**config.mk**
```make
export PLATFORM = sky130hd
export DESIGN_NAME = compacting_indexed_list
export DESIGN_NICKNAME = d
export VERILOG_FILES = /design/src/hw/rtl/cil_pkg.sv /design/src/hw/rtl/cil_ram.sv /design/src/hw/rtl/compacting_indexed_list.sv
export VERILOG_INCLUDE_DIRS = /design/src /design/src/hw/rtl
export SDC_FILE = /design/constraint.sdc
export NUM_CORES = 2
export LEC_CHECK = 0
export BUFFER_PORTS_ARGS = -buffer_cell sky130_fd_sc_hd__buf_4
export CAP_MARGIN = 20
export CORE_UTILIZATION = 24
export CTS_CLUSTER_SIZE = 24
export DETAILED_ROUTE_END_ITERATION = 12
export SETUP_SLACK_MARGIN = 0.3
export SKIP_LAST_GASP = 1
export SLEW_MARGIN = 20
export SYNTH_ARGS = -nofsm -noshare
export SYNTH_HDL_FRONTEND = slang
export SYNTH_SLANG_ARGS = --single-unit
```
**constraint.sdc**
```tcl
create_clock -name aclk -period 15.4 [get_ports aclk]
set_input_delay 4.62 -clock aclk [delete_from_list [all_inputs] [get_ports aclk]]
set_output_delay 4.62 -clock aclk [all_outputs]
set_load 0.02 [all_outputs]
```
**src/hw/rtl/compacting_indexed_list_macros.svh**
```systemverilog
// Assertion helpers for the RTL.
// Both expect aclk and aresetn in the enclosing scope.
`ifndef COMPACTING_INDEXED_LIST_MACROS_SVH
`define COMPACTING_INDEXED_LIST_MACROS_SVH

// cons must hold in the same cycle as ante
`define CIL_ASSERT_SAME(name, ante, cons, msg) \
    name: assert property (@(posedge aclk) disable iff (!aresetn) (ante) |-> (cons)) \
        else $error(msg);

// cons must hold in the cycle after ante
`define CIL_ASSERT_NEXT(name, ante, cons, msg) \
    name: assert property (@(posedge aclk) disable iff (!aresetn) (ante) |=> (cons)) \
        else $error(msg);

`endif

```
**src/hw/rtl/cil_pkg.sv**
```systemverilog
package cil_pkg;

    localparam int DEPTH_DEF     = 64;
    localparam int WORD_BITS_DEF = 32;

    // request fields
    localparam int CMD_W   = 2;
    localparam int INDEX_W = 7;
    localparam int VALUE_W = 32;
    localparam int IN_TDATA_W = 48;

    // result fields
    localparam int DATA_W     = 32;
    localparam int STATUS_W   = 2;
    localparam int COUNT_W    = 7;
    localparam int OUT_TDATA_W = 48;
    localparam int OUT_PAD_W  = OUT_TDATA_W - DATA_W - STATUS_W - COUNT_W;

    typedef logic [CMD_W-1:0]    cmd_t;
    typedef logic [STATUS_W-1:0] status_t;

    localparam cmd_t CMD_APPEND = 2'd0;
    localparam cmd_t CMD_READ   = 2'd1;
    localparam cmd_t CMD_WRITE  = 2'd2;
    localparam cmd_t CMD_REMOVE = 2'd3;

    localparam status_t ST_OK        = 2'd0;
    localparam status_t ST_BAD_INDEX = 2'd1;
    localparam status_t ST_FULL      = 2'd2;

endpackage

```
**src/hw/rtl/cil_ram.sv**
```systemverilog
module cil_ram #(
    parameter int WIDTH = 32,
    parameter int DEPTH = 64,
    localparam int ADDR_W = $clog2(DEPTH)
) (
    input  logic              clk,
    input  logic              we,
    input  logic [ADDR_W-1:0] waddr,
    input  logic [WIDTH-1:0]  wdata,
    input  logic              re,
    input  logic [ADDR_W-1:0] raddr,
    output logic [WIDTH-1:0]  rdata
);

    logic [WIDTH-1:0] mem_reg [DEPTH];
    logic [WIDTH-1:0] rdata_reg;

    always_ff @(posedge clk) begin
        if (we) begin
            mem_reg[waddr] <= wdata;
        end
        if (re) begin
            rdata_reg <= mem_reg[raddr];
        end
    end

    assign rdata = rdata_reg;

endmodule

```
**src/hw/rtl/compacting_indexed_list.sv**
```systemverilog
// Compacting indexed list: an ordered list of up to DEPTH words in one
// single-port-write, single-port-read RAM, plus an occupied count.
// Requests arrive on s_tvalid/s_tready/s_tdata; each gives exactly one
// result on m_tvalid/m_tready/m_tdata (data, status, count after request).
// Commands: append at end, read at index, write at index, remove at index.
// A remove returns the removed word and moves every later word down one.
// Index at or past the count -> bad index status, nothing changes.
// Append to a full list -> full status, nothing changes.
// Append, read, write and any rejected request go straight from accept
// to the final step. A remove at a valid index first takes the removed
// word from the RAM, then the RAM moves one word per cycle (read entry
// i+1, write entry i in the cycle after).
// One request is in work at a time; s_tready is high whenever the
// sequencer is idle, also while an earlier result waits in the output
// register. If the receiver stalls, a finished result holds in the final
// step until the output register frees, and no new request is taken.
// Reset (aresetn low, synchronous) empties the list; RAM contents stay
// undefined and are never read before being written.
`include "compacting_indexed_list_macros.svh"

module compacting_indexed_list #(
    parameter int DEPTH     = cil_pkg::DEPTH_DEF,
    parameter int WORD_BITS = cil_pkg::WORD_BITS_DEF
) (
    input  logic                           aclk,
    input  logic                           aresetn,
    input  logic                           s_tvalid,
    output logic                           s_tready,
    // cmd[1:0], index[8:2], value[40:9], zero fill above
    input  logic [cil_pkg::IN_TDATA_W-1:0] s_tdata,
    output logic                           m_tvalid,
    input  logic                           m_tready,
    // data[31:0], status[33:32], count[40:34], zero fill above
    output logic [cil_pkg::OUT_TDATA_W-1:0] m_tdata
);

    import cil_pkg::*;

    localparam int ADDR_W = $clog2(DEPTH);
    localparam int CNT_W  = $clog2(DEPTH + 1);
    localparam int CMP_W  = (CNT_W > INDEX_W) ? CNT_W : INDEX_W;
    localparam int XW     = (WORD_BITS > DATA_W) ? WORD_BITS : DATA_W;

    // sequencer states
    localparam logic [1:0] S_IDLE  = 2'd0;  // waiting for a request
    localparam logic [1:0] S_REM   = 2'd1;  // removed word arrives from RAM
    localparam logic [1:0] S_SHIFT = 2'd2;  // moving later words down
    localparam logic [1:0] S_FIN   = 2'd3;  // hand result to output reg

    logic [1:0]        state_reg, state_next;
    logic [CNT_W-1:0]  count_reg, count_next;
    cmd_t              cmd_reg, cmd_next;
    status_t           status_reg, status_next;
    logic [ADDR_W-1:0] ptr_reg, ptr_next;       // entry whose word is in rdata
    logic [WORD_BITS-1:0] removed_reg, removed_next;

    logic              m_tvalid_reg, m_tvalid_next;
    logic [DATA_W-1:0] m_data_reg, m_data_next;
    status_t           m_status_reg, m_status_next;
    logic [COUNT_W-1:0] m_count_reg, m_count_next;

    // request fields
    cmd_t               in_cmd;
    logic [INDEX_W-1:0] in_index;
    logic [VALUE_W-1:0] in_value;
    logic               s_accept;

    logic [CMP_W-1:0]   idx_ext, cnt_ext;
    logic [ADDR_W-1:0]  idx_addr;
    logic               idx_ok;
    logic               full;
    logic [XW-1:0]      value_ext;
    logic [WORD_BITS-1:0] in_word;
    logic [CNT_W-1:0]   ptr_inc;
    logic [XW-1:0]      rd_ext, removed_ext;

    // RAM port
    logic                 ram_we, ram_re;
    logic [ADDR_W-1:0]    ram_waddr, ram_raddr;
    logic [WORD_BITS-1:0] ram_wdata, ram_rdata;

    assign in_cmd   = s_tdata[CMD_W-1:0];
    assign in_index = s_tdata[CMD_W +: INDEX_W];
    assign in_value = s_tdata[CMD_W + INDEX_W +: VALUE_W];

    assign s_tready = (state_reg == S_IDLE);
    assign s_accept = s_tvalid && s_tready;

    // index is valid only below the count (count never exceeds DEPTH)
    assign idx_ext  = CMP_W'(in_index);
    assign cnt_ext  = CMP_W'(count_reg);
    assign idx_ok   = idx_ext < cnt_ext;
    assign idx_addr = idx_ext[ADDR_W-1:0];
    assign full     = (count_reg == CNT_W'(DEPTH));

    // stored words keep the low WORD_BITS bits of the value
    assign value_ext = XW'(in_value);
    assign in_word   = value_ext[WORD_BITS-1:0];

    assign ptr_inc     = CNT_W'(ptr_reg) + CNT_W'(1);
    assign rd_ext      = XW'(ram_rdata);
    assign removed_ext = XW'(removed_reg);

    cil_ram #(
        .WIDTH (WORD_BITS),
        .DEPTH (DEPTH)
    ) u_store (
        .clk   (aclk),
        .we    (ram_we),
        .waddr (ram_waddr),
        .wdata (ram_wdata),
        .re    (ram_re),
        .raddr (ram_raddr),
        .rdata (ram_rdata)
    );

    always_comb begin
        state_next    = state_reg;
        count_next    = count_reg;
        cmd_next      = cmd_reg;
        status_next   = status_reg;
        ptr_next      = ptr_reg;
        removed_next  = removed_reg;
        m_tvalid_next = m_tvalid_reg && !m_tready;
        m_data_next   = m_data_reg;
        m_status_next = m_status_reg;
        m_count_next  = m_count_reg;
        ram_we        = 1'b0;
        ram_waddr     = '0;
        ram_wdata     = in_word;
        ram_re        = 1'b0;
        ram_raddr     = '0;

        unique case (state_reg)
            S_IDLE: begin
                if (s_tvalid) begin
                    cmd_next    = in_cmd;
                    status_next = ST_OK;
                    state_next  = S_FIN;
                    unique case (in_cmd)
                        CMD_APPEND: begin
                            if (full) begin
                                status_next = ST_FULL;
                            end else begin
                                ram_we     = 1'b1;
                                ram_waddr  = count_reg[ADDR_W-1:0];
                                count_next = count_reg + CNT_W'(1);
                            end
                        end
                        CMD_READ: begin
                            if (!idx_ok) begin
                                status_next = ST_BAD_INDEX;
                            end else begin
                                ram_re    = 1'b1;
                                ram_raddr = idx_addr;
                            end
                        end
                        CMD_WRITE: begin
                            if (!idx_ok) begin
                                status_next = ST_BAD_INDEX;
                            end else begin
                                ram_we    = 1'b1;
                                ram_waddr = idx_addr;
                            end
                        end
                        CMD_REMOVE: begin
                            if (!idx_ok) begin
                                status_next = ST_BAD_INDEX;
                            end else begin
                                ram_re     = 1'b1;
                                ram_raddr  = idx_addr;
                                ptr_next   = idx_addr;
                                state_next = S_REM;
                            end
                        end
                    endcase
                end
            end
            S_REM: begin
                removed_next = ram_rdata;
                if (ptr_inc < count_reg) begin
                    ram_re     = 1'b1;
                    ram_raddr  = ptr_inc[ADDR_W-1:0];
                    ptr_next   = ptr_inc[ADDR_W-1:0];
                    state_next = S_SHIFT;
                end else begin
                    count_next = count_reg - CNT_W'(1);
                    state_next = S_FIN;
                end
            end
            S_SHIFT: begin
                // word of entry ptr moves to ptr-1; next read runs alongside
                ram_we    = 1'b1;
                ram_waddr = ptr_reg - ADDR_W'(1);
                ram_wdata = ram_rdata;
                if (ptr_inc < count_reg) begin
                    ram_re    = 1'b1;
                    ram_raddr = ptr_inc[ADDR_W-1:0];
                    ptr_next  = ptr_inc[ADDR_W-1:0];
                end else begin
                    count_next = count_reg - CNT_W'(1);
                    state_next = S_FIN;
                end
            end
            S_FIN: begin
                if (!m_tvalid_reg || m_tready) begin
                    m_tvalid_next = 1'b1;
                    m_status_next = status_reg;
                    m_count_next  = cnt_ext[COUNT_W-1:0];
                    if (status_reg == ST_OK && cmd_reg == CMD_READ) begin
                        m_data_next = rd_ext[DATA_W-1:0];
                    end else if (status_reg == ST_OK && cmd_reg == CMD_REMOVE) begin
                        m_data_next = removed_ext[DATA_W-1:0];
                    end else begin
                        m_data_next = '0;
                    end
                    state_next = S_IDLE;
                end
            end
        endcase
    end

    always_ff @(posedge aclk) begin
        if (!aresetn) begin
            state_reg    <= S_IDLE;
            count_reg    <= '0;
            m_tvalid_reg <= 1'b0;
        end else begin
            state_reg    <= state_next;
            count_reg    <= count_next;
            m_tvalid_reg <= m_tvalid_next;
        end
    end

    // payload, no reset needed
    always_ff @(posedge aclk) begin
        cmd_reg      <= cmd_next;
        status_reg   <= status_next;
        ptr_reg      <= ptr_next;
        removed_reg  <= removed_next;
        m_data_reg   <= m_data_next;
        m_status_reg <= m_status_next;
        m_count_reg  <= m_count_next;
    end

    assign m_tvalid = m_tvalid_reg;
    assign m_tdata  = {{OUT_PAD_W{1'b0}}, m_count_reg, m_status_reg, m_data_reg};

    `CIL_ASSERT_NEXT(a_append_grows, s_accept && in_cmd == CMD_APPEND && !full, count_reg == $past(count_reg) + CNT_W'(1), "append did not grow the count")
    `CIL_ASSERT_NEXT(a_bad_index_holds, s_accept && in_cmd != CMD_APPEND && !idx_ok, $stable(count_reg), "bad index changed the count")
    `CIL_ASSERT_SAME(a_shift_in_range, state_reg == S_SHIFT, CNT_W'(ptr_reg) < count_reg && ptr_reg != '0, "shift pointer out of range")
    `CIL_ASSERT_SAME(a_ram_ports_split, ram_we && ram_re, ram_waddr != ram_raddr, "RAM read and write hit the same entry")
    `CIL_ASSERT_SAME(a_count_bound, 1'b1, count_reg <= CNT_W'(DEPTH), "count exceeds capacity")

endmodule

```
# Word level (Yosys, flattened, before mapping)
# Memory sizes are Yosys's and may differ from the RTL's. A register that Yosys moved wholly into a read port is not among the register bits.
# Index checks and enable logic that the tools add are counted.
# word_totals
register_bits,93
latchBits,0
mem_bits_rw,2048
mem_bits_ro,0
output_inout_bits,50
elab_cells,98
n_memories,1
# op_classes
add_sub_neg,4
n_mul,0
div_mod_pow,0
magnitude_cmp,2
n_eq_ne,18
shift,0
muxes,45
bitwise_logic,0
n_reduce_logical,18
# mem_list
name,depth,width,read_ports,rd_clocked_by_memory_dff,write_ports,line_no,rtl
u_store.mem_reg,64,32,1,1,1,cil_ram.sv:15,logic [WIDTH-1:0] mem_reg [DEPTH];
# op_table
operator,count
$mux 32,3
$mux 6,10
$pmux 6 s2,4
$mux 7,4
$lt 7x7->1,2
$pmux 7 s2,1
$mux 1,12
$mux 2,6
$eq 2x2->1 const B,5
$ne 2x2->1 const B,5
$reduce_and 5->1,2
$ne 2x1->1 const B,4
$pmux 2 s4,1
$add 6x1->7 const B,1
$add 7x1->7 const B,1
$eq 7x7->1 const B,1
$sub 7x1->7 const B,1
$eq 2x1->1 const B,3
$logic_not 2->1,3
$pmux 1 s2,3
$sub 6x1->6 const B,1
$pmux 2 s2,1
$reduce_and 2->1,2
$reduce_or 2->1,2
6 further kinds,9

# Longest topological paths before layout
# depth
depth_word,7
mapped_depth,18
ltp_nobuf,14

# Modules after synthesis
# A second synthesis with hierarchy kept.
# unflattened
hier_cells,3700
area_unflattened_um2,83686.5
# by_module_without_submodules
module,instances,cells_per_inst,area_per_inst_um2,seq_area_each_um2
cil_ram,1,3324,78835.6,62459.9
compacting_indexed_list,1,376,4850.9,2692.6

# Worst setup path after synthesis
# OpenSTA, ideal clock, no wires.
# synth_path
path_kind,input -> register
startpoint,in s_tdata[8] (netlist bit)
endpoint,"mem u_store.mem_reg[0][0], enable pin"
setup_time_ns,0.421
arrival_ns,8.146
required_ns,14.979
setup_slack_ns,6.833
path_stages,9
path_cell_list,ha_1 and2_1 and3_2 a21oi_1 and3_1 clkbuf_1 a222oi_1 nand3_1 nor2_1
# synth_via
elab_chain_len,7
# synth_rtl
element,line_no,rtl
"start, declared",compacting_indexed_list.sv:30,"input logic [cil_pkg::IN_TDATA_W-1:0] s_tdata,"
$lt 7x7->1 (*),compacting_indexed_list.sv:92,assign idx_ok = idx_ext < cnt_ext;
$mux 1,compacting_indexed_list.sv:159,if (!idx_ok) begin
$pmux 1 s2,compacting_indexed_list.sv:140,unique case (in_cmd)
$mux 1,compacting_indexed_list.sv:136,if (s_tvalid) begin
$pmux 1 s2,compacting_indexed_list.sv:134,unique case (state_reg)
$mux 1,cil_ram.sv:19,if (we) begin
$mux 1 (implied by the code),cil_ram.sv:20,mem_reg[waddr] <= wdata;
"end, declared",cil_ram.sv:15,
# Mark *: on every way between the ends. The rest lies on a longest branch, timed or not.

# Worst setup path in the final report
# layout_path
startpoint,in s_tdata[6] (netlist bit)
endpoint,"reg u_store.rdata_reg[31], in the netlist u_store.rdata[31], read port of u_store.mem_reg, data pin"
# layout_via
elab_chain_len,5
# layout_rtl
element,line_no,rtl
$lt 7x7->1,compacting_indexed_list.sv:92,
$mux 6 / $mux 1 (equally long branches),"compacting_indexed_list.sv:151, compacting_indexed_list.sv:167",
$mux 6 / $mux 1 (equally long branches),n/a,
$mux 6 / $mux 1 (equally long branches),compacting_indexed_list.sv:136,
$pmux 6 s2 / $pmux 1 s2 (equally long branches),compacting_indexed_list.sv:134,
"end, declared",cil_ram.sv:16,logic [WIDTH-1:0] rdata_reg;
# Parallel ways exist; a longest one is shown, timed or not.
# A chain may end at the register's enable or synchronous reset.

==> flow_summary.yaml <==
floorplanning:
  core_area_um2: 362200
  io_pins: 102
  die_area_um2: 366400
  fp.dieH_um: 605.3
  rows: 221
  die_x_um: 605.3
  start_util_pct: 24.12
synth:
  syn-cell-area_um2: 87370
  yosysWarnings: 0
  ys_seq_elements: 2173
  synth_edf_count: 2163
  synthFlopType: "edfxtp_1"
  yosysTopAreaCell: "edfxtp_1"
  syn_inst: 6270
  yosysUniqueCellTypes: 84
  syn_avg_cell_area_um2: 13.93
  synth_area_leaders: "edfxtp_1, nand2_1, nor2_1"
  yosysSeqAreaShare_pct: 74.57
  async_flop_share_pct: 0
  netlist.area_leader.share_pct: 74.34
sta:
  rsz0062_at_grt: "false"
  timing.hold.ws_ps: 485.1
  setup_violations: 0
  fmax_mhz: 108.0
  min_period_over_period_pct: 60.11
  tightest_slew_ps: 1174
  finClkSkew_ps: 28.72
  fin_tns_setup_ps: 0
  period_minus_slack_ps: 9257
  fin_ws_ps: 6143
  finalHoldViolCount: 0
  finalMaxSlewViolations: 0
  relSlewSlack_pct: 21.73
clocking:
  cts_resized: 0
  cts_num_sinks: 2173
  clk_pin_slew_ps: 60
  clock_path_buffers: 3
  hold_buffers: 0
  cts_setup_buffers: 0
  cts-buffers-inserted: 204
  cts_tree: "yes"
  htree_levels: 4
  clockRootBuffer: "clkbuf_16"
  clock_latency_ps: 840
detailed_routing:
  routed_wl_um: 267200
  drc: 0
  drt_iter0_markers: 7529
  wl_per_cell_um: 23.86
  via_per_inst: 5.059
  num_vias: 56670
  final_antenna_net_count: 0
  first_pass_iters: 10
power:
  total_power_mw: 19.70
  p_per_area_nw_per_um2: 196.3
  p_leak_nw: 31.55
  vdd_drop_max_mv: 0.2125
global_routing:
  grt_util_all_layers_pct: 14.02
  grt_use_met3_pct: 2.408
  overflow: 0
  grt.busiest_layer: "met2"
  grt_max_degree: 148
  antenna_found_initial: 4
  met1_usage_pct: 19.12
  grt_pass1_vias: 53670
  met2_usage_pct: 22.10
  grt_pass1_wl_um: 382300
final_layout:
  drive_gt1_share_pct: 10.27
  largest_register_ffs: 2048
  nets: 6320
  area_delta_synth_final_pct: 14.83
  stdcell_area_um2: 100300
critical_path:
  cp_slowest_cell: "a32oi_1"
  cp.required_ps: 16080
  crit_buf_inv: 3
  cpLargestDelayFamily: "compound AO/OA/AOI/OAI gates"
  end_kind: "flop"
  crit_fanout: 145
  max_stage_delay_ps: 960
  arrival_ps: 9940
  critical_path_class: "input port to flop"
  path_common_cell: "buf_4"
  path_cells: "buf_4 -> ha_1 -> a21oi_1 -> o2111a_1 -> a21boi_4 -> nor2_4 -> buf_12 -> buf_4 -> o311ai_0 -> o21ai_0 -> o2111ai_1 -> a32oi_1 -> o211a_1"
  critPathLaunchType: "input port"
placed_design:
  placed_cell_area_um2: 93880
  gp_congestion: 0.8265
  port_buffers: 87
  dp_slack_ps: 5331
  hpwl_um: 139600
flow_run:
  drv_cap: 0
status:
  status: "finished, final reports clean"
worst_hold_path:
  hold_path.class: "flop to flop"
[power breakdown]
| part | leakage (nW) | internal [mW] | total (mW) | switching, mW |
|---|---|---|---|---|
| clock network | 3.13 | 2.75 | 4.91 | 2.17 |
| registers | 19.6 | 7.47 | 7.63 | 0.159 |
| logic | 8.85 | 1.79 | 7.16 | 5.37 |
| total | 31.6 | 12.0 | 19.7 | 7.69 |
[area by class of cell]
type / count / area [µm²]
Timing Repair Buffer: 234 / 1919
Inverter: 20 / 75.07
Clock buffer: 247 / 5394
Multi-Input combinational cell: 3610 / 20780
Tap cell: 4794 / 5998
Clock inverter: 122 / 1005
Sequential cell: 2173 / 65150
Antenna cell: 1 / 2.502
Fill cell: 36250 / 261900
[Yosys cell counts (5+ instances only)]
library cell and instances:
xnor2_1 7, xor2_1 7, nor2b_1 10, inv_1 20, o2111ai_1 32, and2_1 12
a21o_1 10, and3_1 10, o211a_1 28, mux2_2 37, nand3_1 291, a32o_1 10
a21oi_1 88, edfxtp_1 2163, buf_2 160, dfxtp_1 10, a31oi_1 134, clkbuf_1 239
o31a_1 7, a222oi_1 5, o221ai_1 36, o21ai_1 8, mux2i_1 90, o311ai_0 26
nand4_1 75, ha_1 24, o211ai_1 95, nor3_1 323, o21ai_0 370, nand2_1 813
buf_4 42, a2111oi_2 5, a32oi_1 134, a22oi_1 11, a22o_1 33, a221oi_1 7
nor2_1 519, buf_1 28, o31ai_1 81, or3_1 184
[final timing paths]
path / start / to / slack (ps) / cells past startpoint
max: s_tdata[6] / u_store.rdata[31] / 6140 / 13
min: u_store.rdata[25] / removed_ext[25] / 490 / 0
max reg2reg: ptr_reg[0] / u_store.rdata[31] / 8380 / 17
min reg2reg: u_store.rdata[25] / removed_ext[25] / 490 / 0
[cells by family (layout without fill, tap and decap cells)]
family                   after synthesis  in the layout  synth area share, %
multiplexers                         127            127                1.508
flip-flops                          2173           2173                74.57
buffers and inverters                493            623                2.562
adder cells (fa/ha/maj)               25             25               0.3666
XOR/XNOR                              15             15               0.1590
AND/OR/NAND/NOR                     2261           2261                11.53
AO/OA/AOI/OAI                       1175           1175                9.300
other                                  1              8             0.004292
[per-layer routing]
metal / share of wire, % / wire length (µm)
met5: 0.0071 / 19
met2: 46 / 122200
met3: 9.7 / 25920
met4: 4.1 / 10840
met1: 41 / 108200
[through the flow]
stage | cells | utilization [%]
2_1_floorplan | 6276 | -
3_3_place_gp | 10830 | 25.92
3_5_place_dp | 10830 | 25.92
4_1_cts | 11200 | 27.68
5_1_grt | 11200 | 27.70
6_report | 11200 | 27.70
[placed cells by master, fill, tap and decap left out, types with 16 or more instances in the layout]
cell and instances:
a21oi_1 85, a22o_1 32, a31oi_1 134, a32oi_1 133
buf_4 221, bufinv_16 16, clkbuf_1 37, clkbuf_16 210
clkinv_1 64, clkinv_2 31, edfxtp_1 2163, ha_1 21
inv_1 20, mux2_2 24, mux2i_1 90, nand2_1 811
nand3_1 290, nand4_1 75, nor2_1 449, nor2_4 70
nor3_1 322, o2111ai_1 32, o211a_1 28, o211ai_1 95
o21ai_0 370, o221ai_1 36, o311ai_0 26, o31ai_1 81
or3_1 184
Note: power is estimated with default switching activity, not from simulation.
